$ cat src/hdl/vna_pkg.sv
// ----------------------------------------------------------------------------
// Vertex normal accumulator package
// Widths, codes and controller/datapath interface types.
// ----------------------------------------------------------------------------
`timescale 1ns / 1ps
`default_nettype none

package vna_pkg;

    // parameter defaults
    localparam int MAX_PAIRS_DEF  = 16;
    localparam int COORD_BITS_DEF = 24;

    // fixed field and arithmetic widths
    localparam int COORD_W   = 24;
    localparam int N_COORDS  = 9;
    localparam int IN_DATA_W = COORD_W * N_COORDS;
    localparam int EDGE_W    = 25;
    localparam int CROSS_W   = 51;
    localparam int SUM_W     = 56;
    localparam int EPS_W     = 40;
    localparam int OUT_W     = 16;
    localparam int OUT_DATA_W = 3 * OUT_W;
    localparam int OPND_W    = 33;
    localparam int PROD_W    = 2 * OPND_W;
    localparam int ACC_W     = PROD_W + 1;
    localparam int SQ_W      = 20;
    localparam int CHK_W     = 42;
    localparam int T_W       = 31;
    localparam int RN_W      = 64;
    localparam int ROOT_W    = 32;
    localparam int NUM_W     = 48;
    localparam int QUO_W     = 16;
    localparam int REM_W     = 34;
    localparam int RAW_SHIFT = 10;
    localparam int CFG_IDX_W = 1;
    localparam int STEP_W    = 5;

    // sequencing counts
    localparam int AXES        = 3;
    localparam int CROSS_TERMS = 6;
    localparam int ROOT_STEPS  = RN_W / 2;

    localparam logic [14:0] Q14_ONE = 15'd16384;

    // register indexes
    localparam logic [CFG_IDX_W-1:0] CFG_FACE_EPS = 1'b0;
    localparam logic [CFG_IDX_W-1:0] CFG_SUM_EPS  = 1'b1;

    // datapath operations
    typedef enum logic [4:0] {
        DP_NOP, DP_LOAD, DP_MUL, DP_ADD, DP_STC, DP_ORIENT, DP_ACCUM, DP_LOAD_T,
        DP_RAW, DP_SHR, DP_SHL, DP_SQINIT, DP_SQSTEP, DP_DINIT, DP_DSTEP,
        DP_DSTORE, DP_EMIT
    } t_dp_op;

    // multiplier operand pairs; the six cross terms come first, in order
    typedef enum logic [3:0] {
        MOP_CX_P, MOP_CX_N, MOP_CY_P, MOP_CY_N, MOP_CZ_P, MOP_CZ_N,
        MOP_CSQ, MOP_SSQ, MOP_TSQ
    } t_mop;

    typedef enum logic [4:0] {
        ST_IDLE, ST_DISP, ST_MUL, ST_ADD, ST_STC, ST_ORIENT, ST_FMUL, ST_FADD,
        ST_ACCUM, ST_SMUL, ST_SADD, ST_SDEC, ST_SHIFT, ST_TMUL, ST_TADD,
        ST_SQINIT, ST_SQRT, ST_DINIT, ST_DIV, ST_DSTORE, ST_EMIT
    } t_state;

    typedef struct packed {
        t_dp_op     op;
        t_mop       mop;
        logic [1:0] idx;
    } t_cmd;

    typedef struct packed {
        logic pair_valid;
        logic last_pair;
        logic count_ok;
        logic sum_exc;
        logic t_hi;
        logic t_lo;
        logic out_full;
    } t_status;

endpackage

`default_nettype wire

$ cat src/hdl/vna_ctrl.sv
// ----------------------------------------------------------------------------
// Vertex normal accumulator controller
// Sequences cross products, face test, sum test, normalization, root, divides.
// ----------------------------------------------------------------------------
`timescale 1ns / 1ps
`default_nettype none

module vna_ctrl (
    input  wire                 i_clk,
    input  wire                 i_rst_n,
    input  wire                 i_in_valid,
    input  vna_pkg::t_status    i_status,
    output logic                o_in_ready,
    output vna_pkg::t_cmd       o_cmd
);

    vna_pkg::t_state                  r_state, n_state;
    logic [vna_pkg::STEP_W-1:0]       r_cnt, n_cnt;
    logic [1:0]                       r_idx, n_idx;
    logic                             w_accept;

    assign w_accept = i_in_valid & (r_state == vna_pkg::ST_IDLE);

    // state registers
    always_ff @(posedge i_clk) begin
        if (!i_rst_n) begin
            r_state <= vna_pkg::ST_IDLE;
            r_cnt   <= '0;
            r_idx   <= '0;
        end else begin
            r_state <= n_state;
            r_cnt   <= n_cnt;
            r_idx   <= n_idx;
        end
    end

    // next state
    always_comb begin
        n_state = r_state;
        n_cnt   = r_cnt;
        n_idx   = r_idx;
        unique case (r_state)
            vna_pkg::ST_IDLE: begin
                if (w_accept) n_state = vna_pkg::ST_DISP;
            end
            vna_pkg::ST_DISP: begin
                n_cnt = '0;
                priority if (i_status.pair_valid && i_status.count_ok)
                    n_state = vna_pkg::ST_MUL;
                else if (i_status.last_pair)
                    n_state = vna_pkg::ST_SMUL;
                else
                    n_state = vna_pkg::ST_IDLE;
            end
            vna_pkg::ST_MUL: n_state = vna_pkg::ST_ADD;
            vna_pkg::ST_ADD: begin
                if (r_cnt[0]) begin
                    n_state = vna_pkg::ST_STC;
                end else begin
                    n_cnt   = r_cnt + 1'b1;
                    n_state = vna_pkg::ST_MUL;
                end
            end
            vna_pkg::ST_STC: begin
                if (r_cnt == vna_pkg::STEP_W'(vna_pkg::CROSS_TERMS - 1)) begin
                    n_cnt   = '0;
                    n_state = vna_pkg::ST_ORIENT;
                end else begin
                    n_cnt   = r_cnt + 1'b1;
                    n_state = vna_pkg::ST_MUL;
                end
            end
            vna_pkg::ST_ORIENT: n_state = vna_pkg::ST_FMUL;
            vna_pkg::ST_FMUL:   n_state = vna_pkg::ST_FADD;
            vna_pkg::ST_FADD: begin
                if (r_cnt == vna_pkg::STEP_W'(vna_pkg::AXES - 1)) begin
                    n_state = vna_pkg::ST_ACCUM;
                end else begin
                    n_cnt   = r_cnt + 1'b1;
                    n_state = vna_pkg::ST_FMUL;
                end
            end
            vna_pkg::ST_ACCUM: begin
                n_cnt   = '0;
                n_state = i_status.last_pair ? vna_pkg::ST_SMUL : vna_pkg::ST_IDLE;
            end
            vna_pkg::ST_SMUL: n_state = vna_pkg::ST_SADD;
            vna_pkg::ST_SADD: begin
                if (r_cnt == vna_pkg::STEP_W'(vna_pkg::AXES - 1)) begin
                    n_state = vna_pkg::ST_SDEC;
                end else begin
                    n_cnt   = r_cnt + 1'b1;
                    n_state = vna_pkg::ST_SMUL;
                end
            end
            vna_pkg::ST_SDEC: begin
                n_state = i_status.sum_exc ? vna_pkg::ST_SHIFT : vna_pkg::ST_EMIT;
            end
            vna_pkg::ST_SHIFT: begin
                n_cnt = '0;
                if (!i_status.t_hi && !i_status.t_lo) n_state = vna_pkg::ST_TMUL;
            end
            vna_pkg::ST_TMUL: n_state = vna_pkg::ST_TADD;
            vna_pkg::ST_TADD: begin
                if (r_cnt == vna_pkg::STEP_W'(vna_pkg::AXES - 1)) begin
                    n_state = vna_pkg::ST_SQINIT;
                end else begin
                    n_cnt   = r_cnt + 1'b1;
                    n_state = vna_pkg::ST_TMUL;
                end
            end
            vna_pkg::ST_SQINIT: begin
                n_cnt   = '0;
                n_state = vna_pkg::ST_SQRT;
            end
            vna_pkg::ST_SQRT: begin
                if (r_cnt == vna_pkg::STEP_W'(vna_pkg::ROOT_STEPS - 1)) begin
                    n_idx   = '0;
                    n_state = vna_pkg::ST_DINIT;
                end else begin
                    n_cnt = r_cnt + 1'b1;
                end
            end
            vna_pkg::ST_DINIT: begin
                n_cnt   = '0;
                n_state = vna_pkg::ST_DIV;
            end
            vna_pkg::ST_DIV: begin
                if (r_cnt == vna_pkg::STEP_W'(vna_pkg::QUO_W - 1))
                    n_state = vna_pkg::ST_DSTORE;
                else
                    n_cnt = r_cnt + 1'b1;
            end
            vna_pkg::ST_DSTORE: begin
                if (r_idx == 2'(vna_pkg::AXES - 1)) begin
                    n_state = vna_pkg::ST_EMIT;
                end else begin
                    n_idx   = r_idx + 1'b1;
                    n_state = vna_pkg::ST_DINIT;
                end
            end
            vna_pkg::ST_EMIT: begin
                if (!i_status.out_full) n_state = vna_pkg::ST_IDLE;
            end
            default: n_state = vna_pkg::ST_IDLE;
        endcase
    end

    // command outputs
    always_comb begin
        o_in_ready = 1'b0;
        o_cmd.op   = vna_pkg::DP_NOP;
        o_cmd.mop  = vna_pkg::MOP_CSQ;
        o_cmd.idx  = r_cnt[1:0];
        unique case (r_state)
            vna_pkg::ST_IDLE: begin
                o_in_ready = 1'b1;
                if (w_accept) o_cmd.op = vna_pkg::DP_LOAD;
            end
            vna_pkg::ST_MUL: begin
                o_cmd.op  = vna_pkg::DP_MUL;
                o_cmd.mop = vna_pkg::t_mop'({1'b0, r_cnt[2:0]});
            end
            vna_pkg::ST_ADD, vna_pkg::ST_FADD, vna_pkg::ST_SADD, vna_pkg::ST_TADD: begin
                o_cmd.op = vna_pkg::DP_ADD;
            end
            vna_pkg::ST_STC: begin
                o_cmd.op  = vna_pkg::DP_STC;
                o_cmd.idx = r_cnt[2:1];
            end
            vna_pkg::ST_ORIENT: o_cmd.op = vna_pkg::DP_ORIENT;
            vna_pkg::ST_FMUL: begin
                o_cmd.op  = vna_pkg::DP_MUL;
                o_cmd.mop = vna_pkg::MOP_CSQ;
            end
            vna_pkg::ST_ACCUM: o_cmd.op = vna_pkg::DP_ACCUM;
            vna_pkg::ST_SMUL: begin
                o_cmd.op  = vna_pkg::DP_MUL;
                o_cmd.mop = vna_pkg::MOP_SSQ;
            end
            vna_pkg::ST_SDEC: begin
                o_cmd.op = i_status.sum_exc ? vna_pkg::DP_LOAD_T : vna_pkg::DP_RAW;
            end
            vna_pkg::ST_SHIFT: begin
                priority if (i_status.t_hi) o_cmd.op = vna_pkg::DP_SHR;
                else if (i_status.t_lo)     o_cmd.op = vna_pkg::DP_SHL;
                else                        o_cmd.op = vna_pkg::DP_NOP;
            end
            vna_pkg::ST_TMUL: begin
                o_cmd.op  = vna_pkg::DP_MUL;
                o_cmd.mop = vna_pkg::MOP_TSQ;
            end
            vna_pkg::ST_SQINIT: o_cmd.op = vna_pkg::DP_SQINIT;
            vna_pkg::ST_SQRT:   o_cmd.op = vna_pkg::DP_SQSTEP;
            vna_pkg::ST_DINIT: begin
                o_cmd.op  = vna_pkg::DP_DINIT;
                o_cmd.idx = r_idx;
            end
            vna_pkg::ST_DIV: o_cmd.op = vna_pkg::DP_DSTEP;
            vna_pkg::ST_DSTORE: begin
                o_cmd.op  = vna_pkg::DP_DSTORE;
                o_cmd.idx = r_idx;
            end
            vna_pkg::ST_EMIT: begin
                if (!i_status.out_full) o_cmd.op = vna_pkg::DP_EMIT;
            end
            default: o_cmd.op = vna_pkg::DP_NOP;
        endcase
    end

endmodule

`default_nettype wire

$ cat config.mk
export PLATFORM = sky130hd
export DESIGN_NAME = vna_ctrl
export DESIGN_NICKNAME = d
export VERILOG_FILES = /design/src/hdl/vna_pkg.sv /design/src/hdl/vna_ctrl.sv
export SDC_FILE = /design/constraint.sdc
export NUM_CORES = 1
export LEC_CHECK = 0
export ABC_AREA = 1
export BUFFER_PORTS_ARGS = -buffer_cell sky130_fd_sc_hd__buf_2
export CORE_ASPECT_RATIO = 1.5
export CORE_UTILIZATION = 51
export DETAILED_ROUTE_END_ITERATION = 10
export PLACE_DENSITY = 0.76
export SLEW_MARGIN = 20
export SYNTH_ARGS = -nofsm -noshare
export SYNTH_HDL_FRONTEND = slang
export SYNTH_SLANG_ARGS = --single-unit
$ cat constraint.sdc
create_clock -name i_clk -period 1.7 [get_ports i_clk]
set_input_delay 0.085 -clock i_clk [delete_from_list [all_inputs] [get_ports i_clk]]
set_output_delay 0.085 -clock i_clk [all_outputs]
set_load 0.01 [all_outputs]
=== After elaboration in Yosys (flattened, before gate mapping) ===
Index checks and enable logic that the tools add are counted.

* Add/subtract/negate cells: 2
* Equal/unequal tests: 35
* Multiplexer cells: 33
* Bitwise gates (word level): 1
* Reduce and logical (&&, ||, !) cells: 16

{| class="wikitable"
|+ Operator list
! kind !! count
|-
| 5-bit one-hot mux with 21 select lines || 1
|-
| 5-bit one-hot mux with 14 select lines || 1
|-
| 5-bit two-way mux || 13
|-
| 5-bit by 4-bit == test with 1-bit output, second input constant || 9
|-
| 5-bit == test, second input constant || 6
|-
| 5-bit one-hot mux with 6 select lines || 1
|-
| 5-bit by 3-bit == test with 1-bit output, second input constant || 5
|-
| 4-bit two-way mux || 5
|-
| 2-bit != test, second input constant || 10
|-
| 5-bit by 2-bit == test with 1-bit output, second input constant || 3
|-
| 4-bit one-hot mux with 3 select lines || 1
|-
| 5-bit AND reduction || 2
|-
| 3-bit two-way mux || 3
|-
| 2-bit two-way mux || 4
|-
| 2-bit one-hot mux with 2 select lines || 2
|-
| 4-bit OR reduction || 2
|-
| 6-bit nonzero test || 1
|-
| 5-bit by 1-bit adder with 5-bit output, second input constant || 1
|-
| 5-bit by 1-bit == test with 1-bit output, second input constant || 1
|-
| 5-bit zero test || 1
|-
| 5-bit OR reduction || 1
|-
| 4-bit AND reduction || 1
|-
| 3-bit AND reduction || 1
|-
| 3-bit OR reduction || 1
|-
| 8 further kinds || 11
|}

* Flip-flop bits (word level): 12
* Logic and storage cells: 91

=== Depth between registers and ports, before layout ===
Gate-level depths: netlist of the first run.

* Depth after elaboration: 4
* Depth in mapped cells: 12
* Depth with buffers taken out: 11

=== Worst setup path after synthesis of the first run ===
No wires, ideal clock.

* Path kind: reg-to-reg
* Start point: register r_cnt[0] in the netlist's numbering
* End point: register r_cnt[3] in the netlist's numbering
* Arrival: 1500 ps
* Path slack: 85 ps
* Stages on the path, launching flop included: 12
* Path buffers: 1
* Period minus slack after synthesis: 1615 ps
* Path through: dfxtp_1 clkbuf_1 inv_1 ha_1 nand2_1 nor2_1 nand2_1 nand2_1 nor2_2 nand2_4 o21ai_1 nor2_1

* Longest elaborated chain between the ends: 3
* Elaborated cells on any way between the ends: 16
* Those cells by class: add/sub: 1; eq/ne: 8; mux: 6; reduce/logical: 1

{| class="wikitable"
|+ RTL lines
! what !! line !! text
|-
| start: declaration || vna_ctrl.sv:18 || <nowiki>logic [vna_pkg::STEP_W-1:0] r_cnt, n_cnt;</nowiki>
|-
| start signal: assignment || vna_ctrl.sv:32 || <nowiki>r_cnt <= n_cnt;</nowiki>
|-
| 5-bit by 1-bit adder with 5-bit output, or another cell as far along || -- ||
|-
| 5-bit two-way mux, or another cell as far along || vna_ctrl.sv:129 || <nowiki>if (r_cnt == vna_pkg::STEP_W'(vna_pkg::QUO_W - 1))</nowiki>
|-
| 5-bit one-hot mux with 6 select lines or 5-bit AND reduction (tied branches) || -- ||
|}

Parallel ways exist; a longest one is shown, timed or not. The select of a mux whose other input is x is not followed.
A chain may end at the register's enable or synchronous reset.

==> results.cfg, run 1 <==
[critical_path]
crit_start = r_state[1]
rrSetupSlack_ns = -0.02
arrival_ns = 1.64
critical_path_class = flip-flop to output port
crit_required_ns = 1.62
endpoint_kind = output port
endpoint = o_cmd[0]
r2r-start = r_cnt[0]
reg2reg_depth = 8
path_max_fanout = 7
start_kind = flip-flop
r2r_end = r_cnt[1]

[timing]
fmax_mhz = 581
finalCritPeriodShare_pct = 101
drv_slew = 0
finalSetupViolCount = 5
final-hold-violation-count = 0
worstMarginPinSlew_ns = 0.386
relSlewSlack_pct = 74.1
fin_skew_ns = 0.0111
rsz0062_at_grt = true
finalCriticalPeriod_ns = 1.72
fin_ws_ns = -0.0225

[power]
p_leak_nw = 0.987
total_power_w = 0.00171
p_per_area_nw_per_um2 = 850
peakVddDrop_v = 0.000579

[finish]
n_fill_cell = 181
final_common_cell = nand2_1
diodes = 0
seq_area_um2 = 264
multi_input_area_um2 = 1160
final_layout_size_suffix_gt1_share_pct = 45.2
fin_nets = 297
final_area_um2 = 2010
layout_common_cells = nand2_1, buf_4, inv_1, buf_2, nor2_1
syn_to_final_growth_pct = 49.0

[global_routing]
grt_pass1_vias = 1601
antenna_found_initial = 0
grt_max_degree = 10
grt_pass1_wl_um = 6980
grt_usage_pct = 32.8
overflow = 0

[floorplanning]
fp.dieW_um = 44.0
start_util_pct = 54.4
row_count = 22
coreArea_um2 = 2480
die_h_um = 65.0
boundaryPins = 22
dieArea_um2 = 2860

[detailed_routing]
dr_total_vias = 1795
post_drt_via_cell_ratio = 5.92
avgRoutedWirePerCell_um = 16.1
drtIter0Drc = 114
wirelength_um = 4890
dr.pass1.iters = 7
antenna_left = 0
drc = 0

[status]
violations = setup timing
status = complete, but fails checks

[synth]
synth_area_um2 = 1350
synth-seq-cells = 12
synth_top_cell_by_area = dfxtp_1
synth.area.top_cells = dfxtp_1, nand2_1, nand3_1
ys.warnings.count = 0
seq_area_frac_synth_pct = 17.8
synth_top_area_share_pct = 17.8
syn_inst = 224
synth_nets = 241
synth_cell_types = 32
avgSynthCellArea_um2 = 6.02

[cts]
clock_latency_ns = 0.29
clkTransAtPathRegs_ns = 0.09
cts_max_path_buffers = 2
cts_root_buffer = clkbuf_4
numClockSinks = 12
cts_hold_buf = 0
tritoncts = done
numCtsBuffers = 3
cts.htree.levels = 1

[placement]
gp_congestion = 1.01
placed_area_um2 = 1620
dp_hpwl_um = 3430
numPortBuffers = 21
pre_cts_ws_ns = -0.0743

[hold_path]
hold_class = primary input to flip-flop

[job]
drv_cap = 0
[power by group]
group	switching, W	internal (W)	total [W]
registers	0.0000835	0.000341	0.000425
logic	0.000598	0.000440	0.00104
clock network	0.000115	0.000130	0.000246
[critical path, stage by stage (launching register included)]
cell      delay (ns)
dfxtp_4         0.39
nor2_4          0.24
nand3_4         0.14
buf_6           0.15
o221ai_1        0.22
buf_2           0.19
[routing by layer]
| metal | global-route usage, % | vias to the layer above | part of all wire, % |
|---|---|---|---|
| met5 | 0 | - | 0 |
| met4 | 15.9 | 0 | 5.7 |
| met3 | 5.01 | 29 | 6.0 |
| met2 | 60.8 | 86 | 53 |
| met1 | 34.3 | 816 | 35 |
| li1 | - | 864 | - |
[cell usage after synthesis]
master and instances:
ha_1 7, nand2_4 2, nand3_2 1, nor2_1 29, o22ai_1 2, dfxtp_1 12, inv_2 5, nand4_1 5
buf_4 2, clkbuf_1 1, o221ai_1 1, o2111a_1 1, a41oi_1 1, nand3_1 22, nand2_1 51, o21ai_1 2
o2111ai_1 1, o21ai_0 13, a211oi_1 1, a31oi_1 2, o211a_1 1, clkinv_1 1, nor3_1 7, nand3_4 2
nor3_2 1, nand2_2 5, nor2_2 1, xnor2_1 1, inv_1 26, nor2_4 5, o211ai_1 2, a21oi_1 11
[final cells by class]
cell class                 instances  share of cell area [%]
multi-input combinational        177                    58.0
timing repair buffer              54                    18.9
sequential                        12                    13.1
inverter                          32                    6.72
clock buffer                       4                    1.81
tap                               24                    1.49
[per-stage QoR]
step           utilization [%]  std cells  hold slack [ns]  setup TNS [ns]
4_1_cts                   69.9        294           0.0864         -0.0200
5_1_grt                   81.1        303           0.0994          -0.471
3_5_place_dp              65.2        286            0.396          -0.209
3_3_place_gp              65.2        286            0.395          -0.215
6_report                  81.1        303           0.0774         -0.0758
2_1_floorplan                -        224            0.205               0
[state kept, by name (all words and copies together), names as in the netlist]
name,cells
r_idx,2
r_state,5
r_cnt,5
[worst min-delay path by stage]
| stage | cells after the start | start | to | slack (ns) |
|---|---|---|---|---|
| floorplan | 2 | i_rst_n | r_cnt[1] | 0.21 |
| global placement | 3 | i_rst_n | r_cnt[1] | 0.40 |
| detailed placement | 3 | i_rst_n | r_cnt[0] | 0.40 |
| CTS | 3 | i_rst_n | r_cnt[0] | 0.09 |
| global route | 3 | i_rst_n | r_cnt[2] | 0.1 |
| finish | 3 | i_rst_n | r_cnt[0] | 0.08 |
[repair_timing]
action / CTS / global route
buffers inserted: 4 / 11
hold endpoints to repair: 0 / 0
gates resized for setup: 22 / 62
pin swaps: 6 / 21
endpoints found under the setup margin: 15 / 14
[logic make-up (layout without fill, tap and decap cells)]
| group | count (synthesis) | in the layout | share of synthesized area [%] |
|---|---|---|---|
| AND/OR/NAND/NOR | 131 | 131 | 48.1 |
| AO/OA/AOI/OAI | 38 | 38 | 16.7 |
| buffers and inverters | 35 | 90 | 10.3 |
| flip-flops | 12 | 12 | 17.8 |
| adder cells (fa/ha/maj) | 7 | 7 | 6.49 |
| XOR/XNOR | 1 | 1 | 0.649 |
No activity file was read; power rests on OpenSTA's default activity.
==> run 2: changes to the inputs <==
--- a/config.mk
+++ b/config.mk
@@ -8,9 +8,10 @@
 export ABC_AREA = 1
 export BUFFER_PORTS_ARGS = -buffer_cell sky130_fd_sc_hd__buf_2
 export CORE_ASPECT_RATIO = 1.5
-export CORE_UTILIZATION = 51
+export CORE_UTILIZATION = 53
+export CTS_BUF_LIST = sky130_fd_sc_hd__clkbuf_8
 export DETAILED_ROUTE_END_ITERATION = 10
-export PLACE_DENSITY = 0.76
+export PLACE_DENSITY = 0.79
 export SLEW_MARGIN = 20
 export SYNTH_ARGS = -nofsm -noshare
 export SYNTH_HDL_FRONTEND = slang
==> results.cfg, run 2 (synthesized netlist as in run 1, its figures left out) <==
[timing]
finalSetupViolCount = 5
fmax_mhz = 566
fin_ws_ns = -0.0658
worstMarginPinSlew_ns = 0.377
relSlewSlack_pct = 74.7
fin_skew_ns = 0.00467
drv_slew = 0
finalCriticalPeriod_ns = 1.77
rsz0062_at_grt = true
hold_slack_ns = 0.111
final-hold-violation-count = 0
finalCritPeriodShare_pct = 104

[power]
p_leak_nw = 1.04
total_power_w = 0.00184
peakVddDrop_v = 0.000656
p_per_area_nw_per_um2 = 887

[detailed_routing]
avgRoutedWirePerCell_um = 17.1
post_drt_via_cell_ratio = 6.06
wirelength_um = 5310
dr.pass1.iters = 4
drtIter0Drc = 111
drc = 0
dr_total_vias = 1880
antenna_left = 0

[global_routing]
grt_pass1_vias = 1688
grt_usage_pct = 34.1
overflow = 0
grt_max_degree = 11
antenna_found_initial = 0
grt_pass1_wl_um = 7200

[cts]
clock_latency_ns = 0.25
cts_hold_buf = 0
clkTransAtPathRegs_ns = 0.06
cts_max_path_buffers = 2
cts_root_buffer = clkbuf_8
cts.htree.levels = 1
tritoncts = done
numCtsBuffers = 3
numClockSinks = 12

[finish]
layout_common_cells = nand2_1, buf_4, nor2_1, inv_1, buf_2
diodes = 0
final_layout_size_suffix_gt1_share_pct = 44.8
top_regs = r_cnt x5, r_state x5, r_idx x2
final_common_cell = nand2_1
fin_nets = 304
syn_to_final_growth_pct = 53.6

[status]
violations = setup timing
status = complete, but fails checks

[floorplanning]
dieArea_um2 = 2750
boundaryPins = 22
start_util_pct = 55.7
fp.dieW_um = 43.2
coreArea_um2 = 2420
die_h_um = 63.8
row_count = 22

[critical_path]
crit_start = r_state[4]
crit_required_ns = 1.62
cp_cell_sequence = clkinv_2 -> nand3_1 -> nor2_1 -> nor2_2 -> a21oi_2 -> o21ai_1 -> buf_2
r2r_end = r_state[1]
worst_path_largest_cell_delay_ns = 0.36
r2r-start = r_state[0]
crit_buf_inv = 2
cp_top_family = simple AND/OR/NAND/NOR gates
arrival_ns = 1.68
critical_path_class = flip-flop to output port
critPathSlowestCell = dfxtp_4
endpoint_kind = output port
reg2reg_depth = 11
start_kind = flip-flop
path_max_fanout = 9
endpoint = o_cmd[3]
crit_cells = 7
rrSetupSlack_ns = 0

[placement]
gp_congestion = 0.954
pre_cts_ws_ns = -0.0272
numPortBuffers = 21
dp_hpwl_um = 3440

[job]
drv_cap = 0

[hold_path]
hold_class = primary input to flip-flop
==> run 2: cell types whose count changed in the layout (fill, tap and decap cells not counted), moves of 3 or more <==
cell,before,now
buf_4,27,31
clkbuf_4,3,0
clkbuf_8,1,4
nand2_1,42,46
nand3_1,19,16
nor2_1,20,23
nor2_4,10,6
==> run 2: worst reg2reg max path, stage by stage (launching register included) <==
cell	delay, ns
dfxtp_2	0.32
buf_12	0.14
nand2_2	0.11
inv_2	0.04
nand2_1	0.11
nand2_2	0.09
buf_4	0.13
buf_4	0.12
buf_4	0.13
buf_4	0.13
a31oi_2	0.14
a31oi_1	0.10
==> run 2: stage by stage <==
stage               cells   TNS, ns  utilization, %  area (um2)
floorplan             224         0               -        1350
global placement      289  -0.00582            68.6        1660
detailed placement    289   -0.0591            68.6        1660
CTS                   300         0            74.8        1810
global route          310    -0.890            85.5        2070
finish                310    -0.166            85.5        2070
==> run 2: layout make-up <==
cell class                 count  area [um2]
inverter                      32         126
clock buffer                   4        55.1
timing repair buffer          61         470
fill                         147         350
tap                           24        30.0
sequential                    12         259
multi-input combinational    177        1130
==> run 2: how the worst min path moves through the flow <==
stage | startpoint | end | slack [ns] | cells past startpoint
after floorplan | i_rst_n | r_cnt[1] | 0.21 | 2
final | i_rst_n | r_cnt[1] | 0.11 | 3
after global routing | i_rst_n | r_cnt[1] | 0.13 | 3
after detailed placement | i_rst_n | r_cnt[1] | 0.39 | 3
after CTS | i_rst_n | r_cnt[1] | 0.13 | 3
after global placement | i_rst_n | r_cnt[1] | 0.39 | 3
==> run 2: routing by layer <==
layer	vias up	share of wire, %	GRT usage [%]
met3	42	6.4	3.39
met1	850	34	34.7
met2	119	52	61.8
met4	0	7.9	23.5
met5	-	0	0
li1	869	-	-
==> run 2: timing repair <==
item | in CTS | in global routing
pin swaps | 4 | 19
buffers inserted | 7 | 10
gates resized for setup | 17 | 52
setup endpoints to repair | 15 | 16
gates cloned | 0 | 1
==> run 2: power breakdown <==
group,switching (W),internal [W]
Sequential,0.0000518,0.000339
Combinational,0.000633,0.000476
Clock,0.000133,0.000206
==> run 3: changes to the inputs <==
--- a/config.mk
+++ b/config.mk
@@ -11,7 +11,7 @@
 export CORE_UTILIZATION = 53
 export CTS_BUF_LIST = sky130_fd_sc_hd__clkbuf_8
 export DETAILED_ROUTE_END_ITERATION = 10
-export PLACE_DENSITY = 0.79
+export PLACE_DENSITY = 0.82
 export SLEW_MARGIN = 20
 export SYNTH_ARGS = -nofsm -noshare
 export SYNTH_HDL_FRONTEND = slang
==> results.cfg, run 3 (synthesized netlist as in run 1, its figures left out) <==
[placement]
numPortBuffers = 21
dp_hpwl_um = 3410
gp_congestion = 0.987
pre_cts_ws_ns = -0.0792
dp.cells = 282

[detailed_routing]
dr_total_vias = 1824
wirelength_um = 4920
wl_met3_um = 291
drtIter0Drc = 84
drt-met1-wl_um = 1710
avgRoutedWirePerCell_um = 16.4
post_drt_via_cell_ratio = 6.10
antenna_left = 0
dr_wl_met2_um = 2610
drc = 0
top_layer_used = met4
dr.pass1.iters = 5

[critical_path]
critical_path_class = flip-flop to output port
r2r_end = r_cnt[1]
critPathSlowestCell = dfxtp_4
critPathMostFrequentCell = nand2_1
worst_path_largest_cell_delay_ns = 0.42
endpoint_kind = output port
endpoint = o_cmd[9]
path_max_fanout = 8
reg2reg_depth = 9
rrSetupSlack_ns = 0.0007
crit_start = r_state[0]
crit_required_ns = 1.62
start_kind = flip-flop
arrival_ns = 1.61
r2r-start = r_cnt[1]
cp_cell_sequence = nand2_2 -> nor2_4 -> nand2_1 -> o211ai_1 -> inv_1 -> nand2_1 -> buf_2

[cts]
clock_latency_ns = 0.25
tritoncts = done
cts_max_path_buffers = 2
cts.htree.levels = 1
numClockSinks = 12
clkTransAtPathRegs_ns = 0.06
cts_root_buffer = clkbuf_8
cts_hold_buf = 0
numCtsBuffers = 3

[timing]
relSlewSlack_pct = 76.4
fmax_mhz = 588
final-hold-violation-count = 0
worstMarginPinSlew_ns = 0.350
finalCriticalPeriod_ns = 1.70
fin_tns_setup_ns = 0
finalSetupViolCount = 0
fin_ws_ns = 0.000697
rsz0062_at_grt = true
fin_skew_ns = 0.00317
finalCritPeriodShare_pct = 100
drv_slew = 0

[global_routing]
antenna_found_initial = 0
overflow = 0
grt_pass1_vias = 1610
grt_pass1_wl_um = 7170
grt_max_degree = 10
grt_usage_pct = 34.2

[job]
drv_cap = 0

[floorplanning]
row_count = 22
die_h_um = 63.8
coreArea_um2 = 2420
start_util_pct = 55.7
boundaryPins = 22
fp.dieW_um = 43.2
dieArea_um2 = 2750

[status]
status = finished, final reports clean

[finish]
layout_common_cells = nand2_1, buf_4, nor2_1, inv_1, buf_2
final_util_pct = 77.1
top_regs = r_cnt x5, r_state x5, r_idx x2
stdcell_count = 299
n_fill_cell = 191
diodes = 0
fin_nets = 293
final_common_cell = nand2_1
syn_to_final_growth_pct = 38.4
final_layout_size_suffix_gt1_share_pct = 38.5

[hold_path]
hold_path_depth = 3
hold_class = primary input to flip-flop

[power]
p_per_area_nw_per_um2 = 901
peakVddDrop_v = 0.000893
p_leak_nw = 0.929
run 3: cell types whose count changed in the layout (fill, tap and decap cells not counted), moves of 3 or more:
cell,before,now
buf_4,31,27
buf_6,6,2
nand3_1,16,20
nand3_2,6,3
o21ai_0,5,9
o21ai_1,8,3
run 3: worst min-delay path by stage:
stage,from,end,slack (ns)
after floorplan,i_rst_n,r_cnt[1],0.21
after global placement,i_rst_n,r_cnt[1],0.39
after detailed placement,i_rst_n,r_cnt[1],0.39
after CTS,i_rst_n,r_cnt[1],0.13
after global routing,i_rst_n,r_cnt[1],0.13
final,i_rst_n,r_cnt[1],0.12
run 3: through the flow:
stage | total power, W | hold WS [ns] | instance area, um2
floorplan | 0.000916 | 0.205 | 1350
CTS | 0.00154 | 0.132 | 1710
global route | 0.00178 | 0.127 | 1870
global placement | 0.00117 | 0.393 | 1590
detailed placement | 0.00118 | 0.393 | 1590
finish | 0.00168 | 0.122 | 1870
run 3: layer usage:
layer  vias up  track usage (%)
li1        847                -
met1       839             36.9
met2       107             61.4
met3        31             3.67
met4         0             20.1
met5         -                0
run 3: what timing repair did:
action	4_1_cts	5_1_grt
setup endpoints to repair	15	16
buffers inserted	5	8
pin swaps	6	11
gates resized for setup	15	30
run 3: worst max-delay path: cells and delay by family, from the launching register on:
family                 cells  cell delay, ns
AO/OA/AOI/OAI              1            0.30
AND/OR/NAND/NOR            4            0.45
flip-flops                 1            0.42
buffers and inverters      2            0.19
run 3: cell type report:
cell class	instances	area, um2	share of cell area, %
multi-input combinational	177	1070	57.3
clock buffer	4	55.1	2.95
inverter	32	123	6.57
sequential	12	259	13.9
timing repair buffer	50	330	17.7
tap	24	30.0	1.61
run 3: where the power goes:
| group | total, W | switching (W) | internal (W) |
|---|---|---|---|
| Clock | 0.000326 | 0.000120 | 0.000205 |
| Combinational | 0.000936 | 0.000563 | 0.000372 |
| Sequential | 0.000420 | 0.0000766 | 0.000343 |
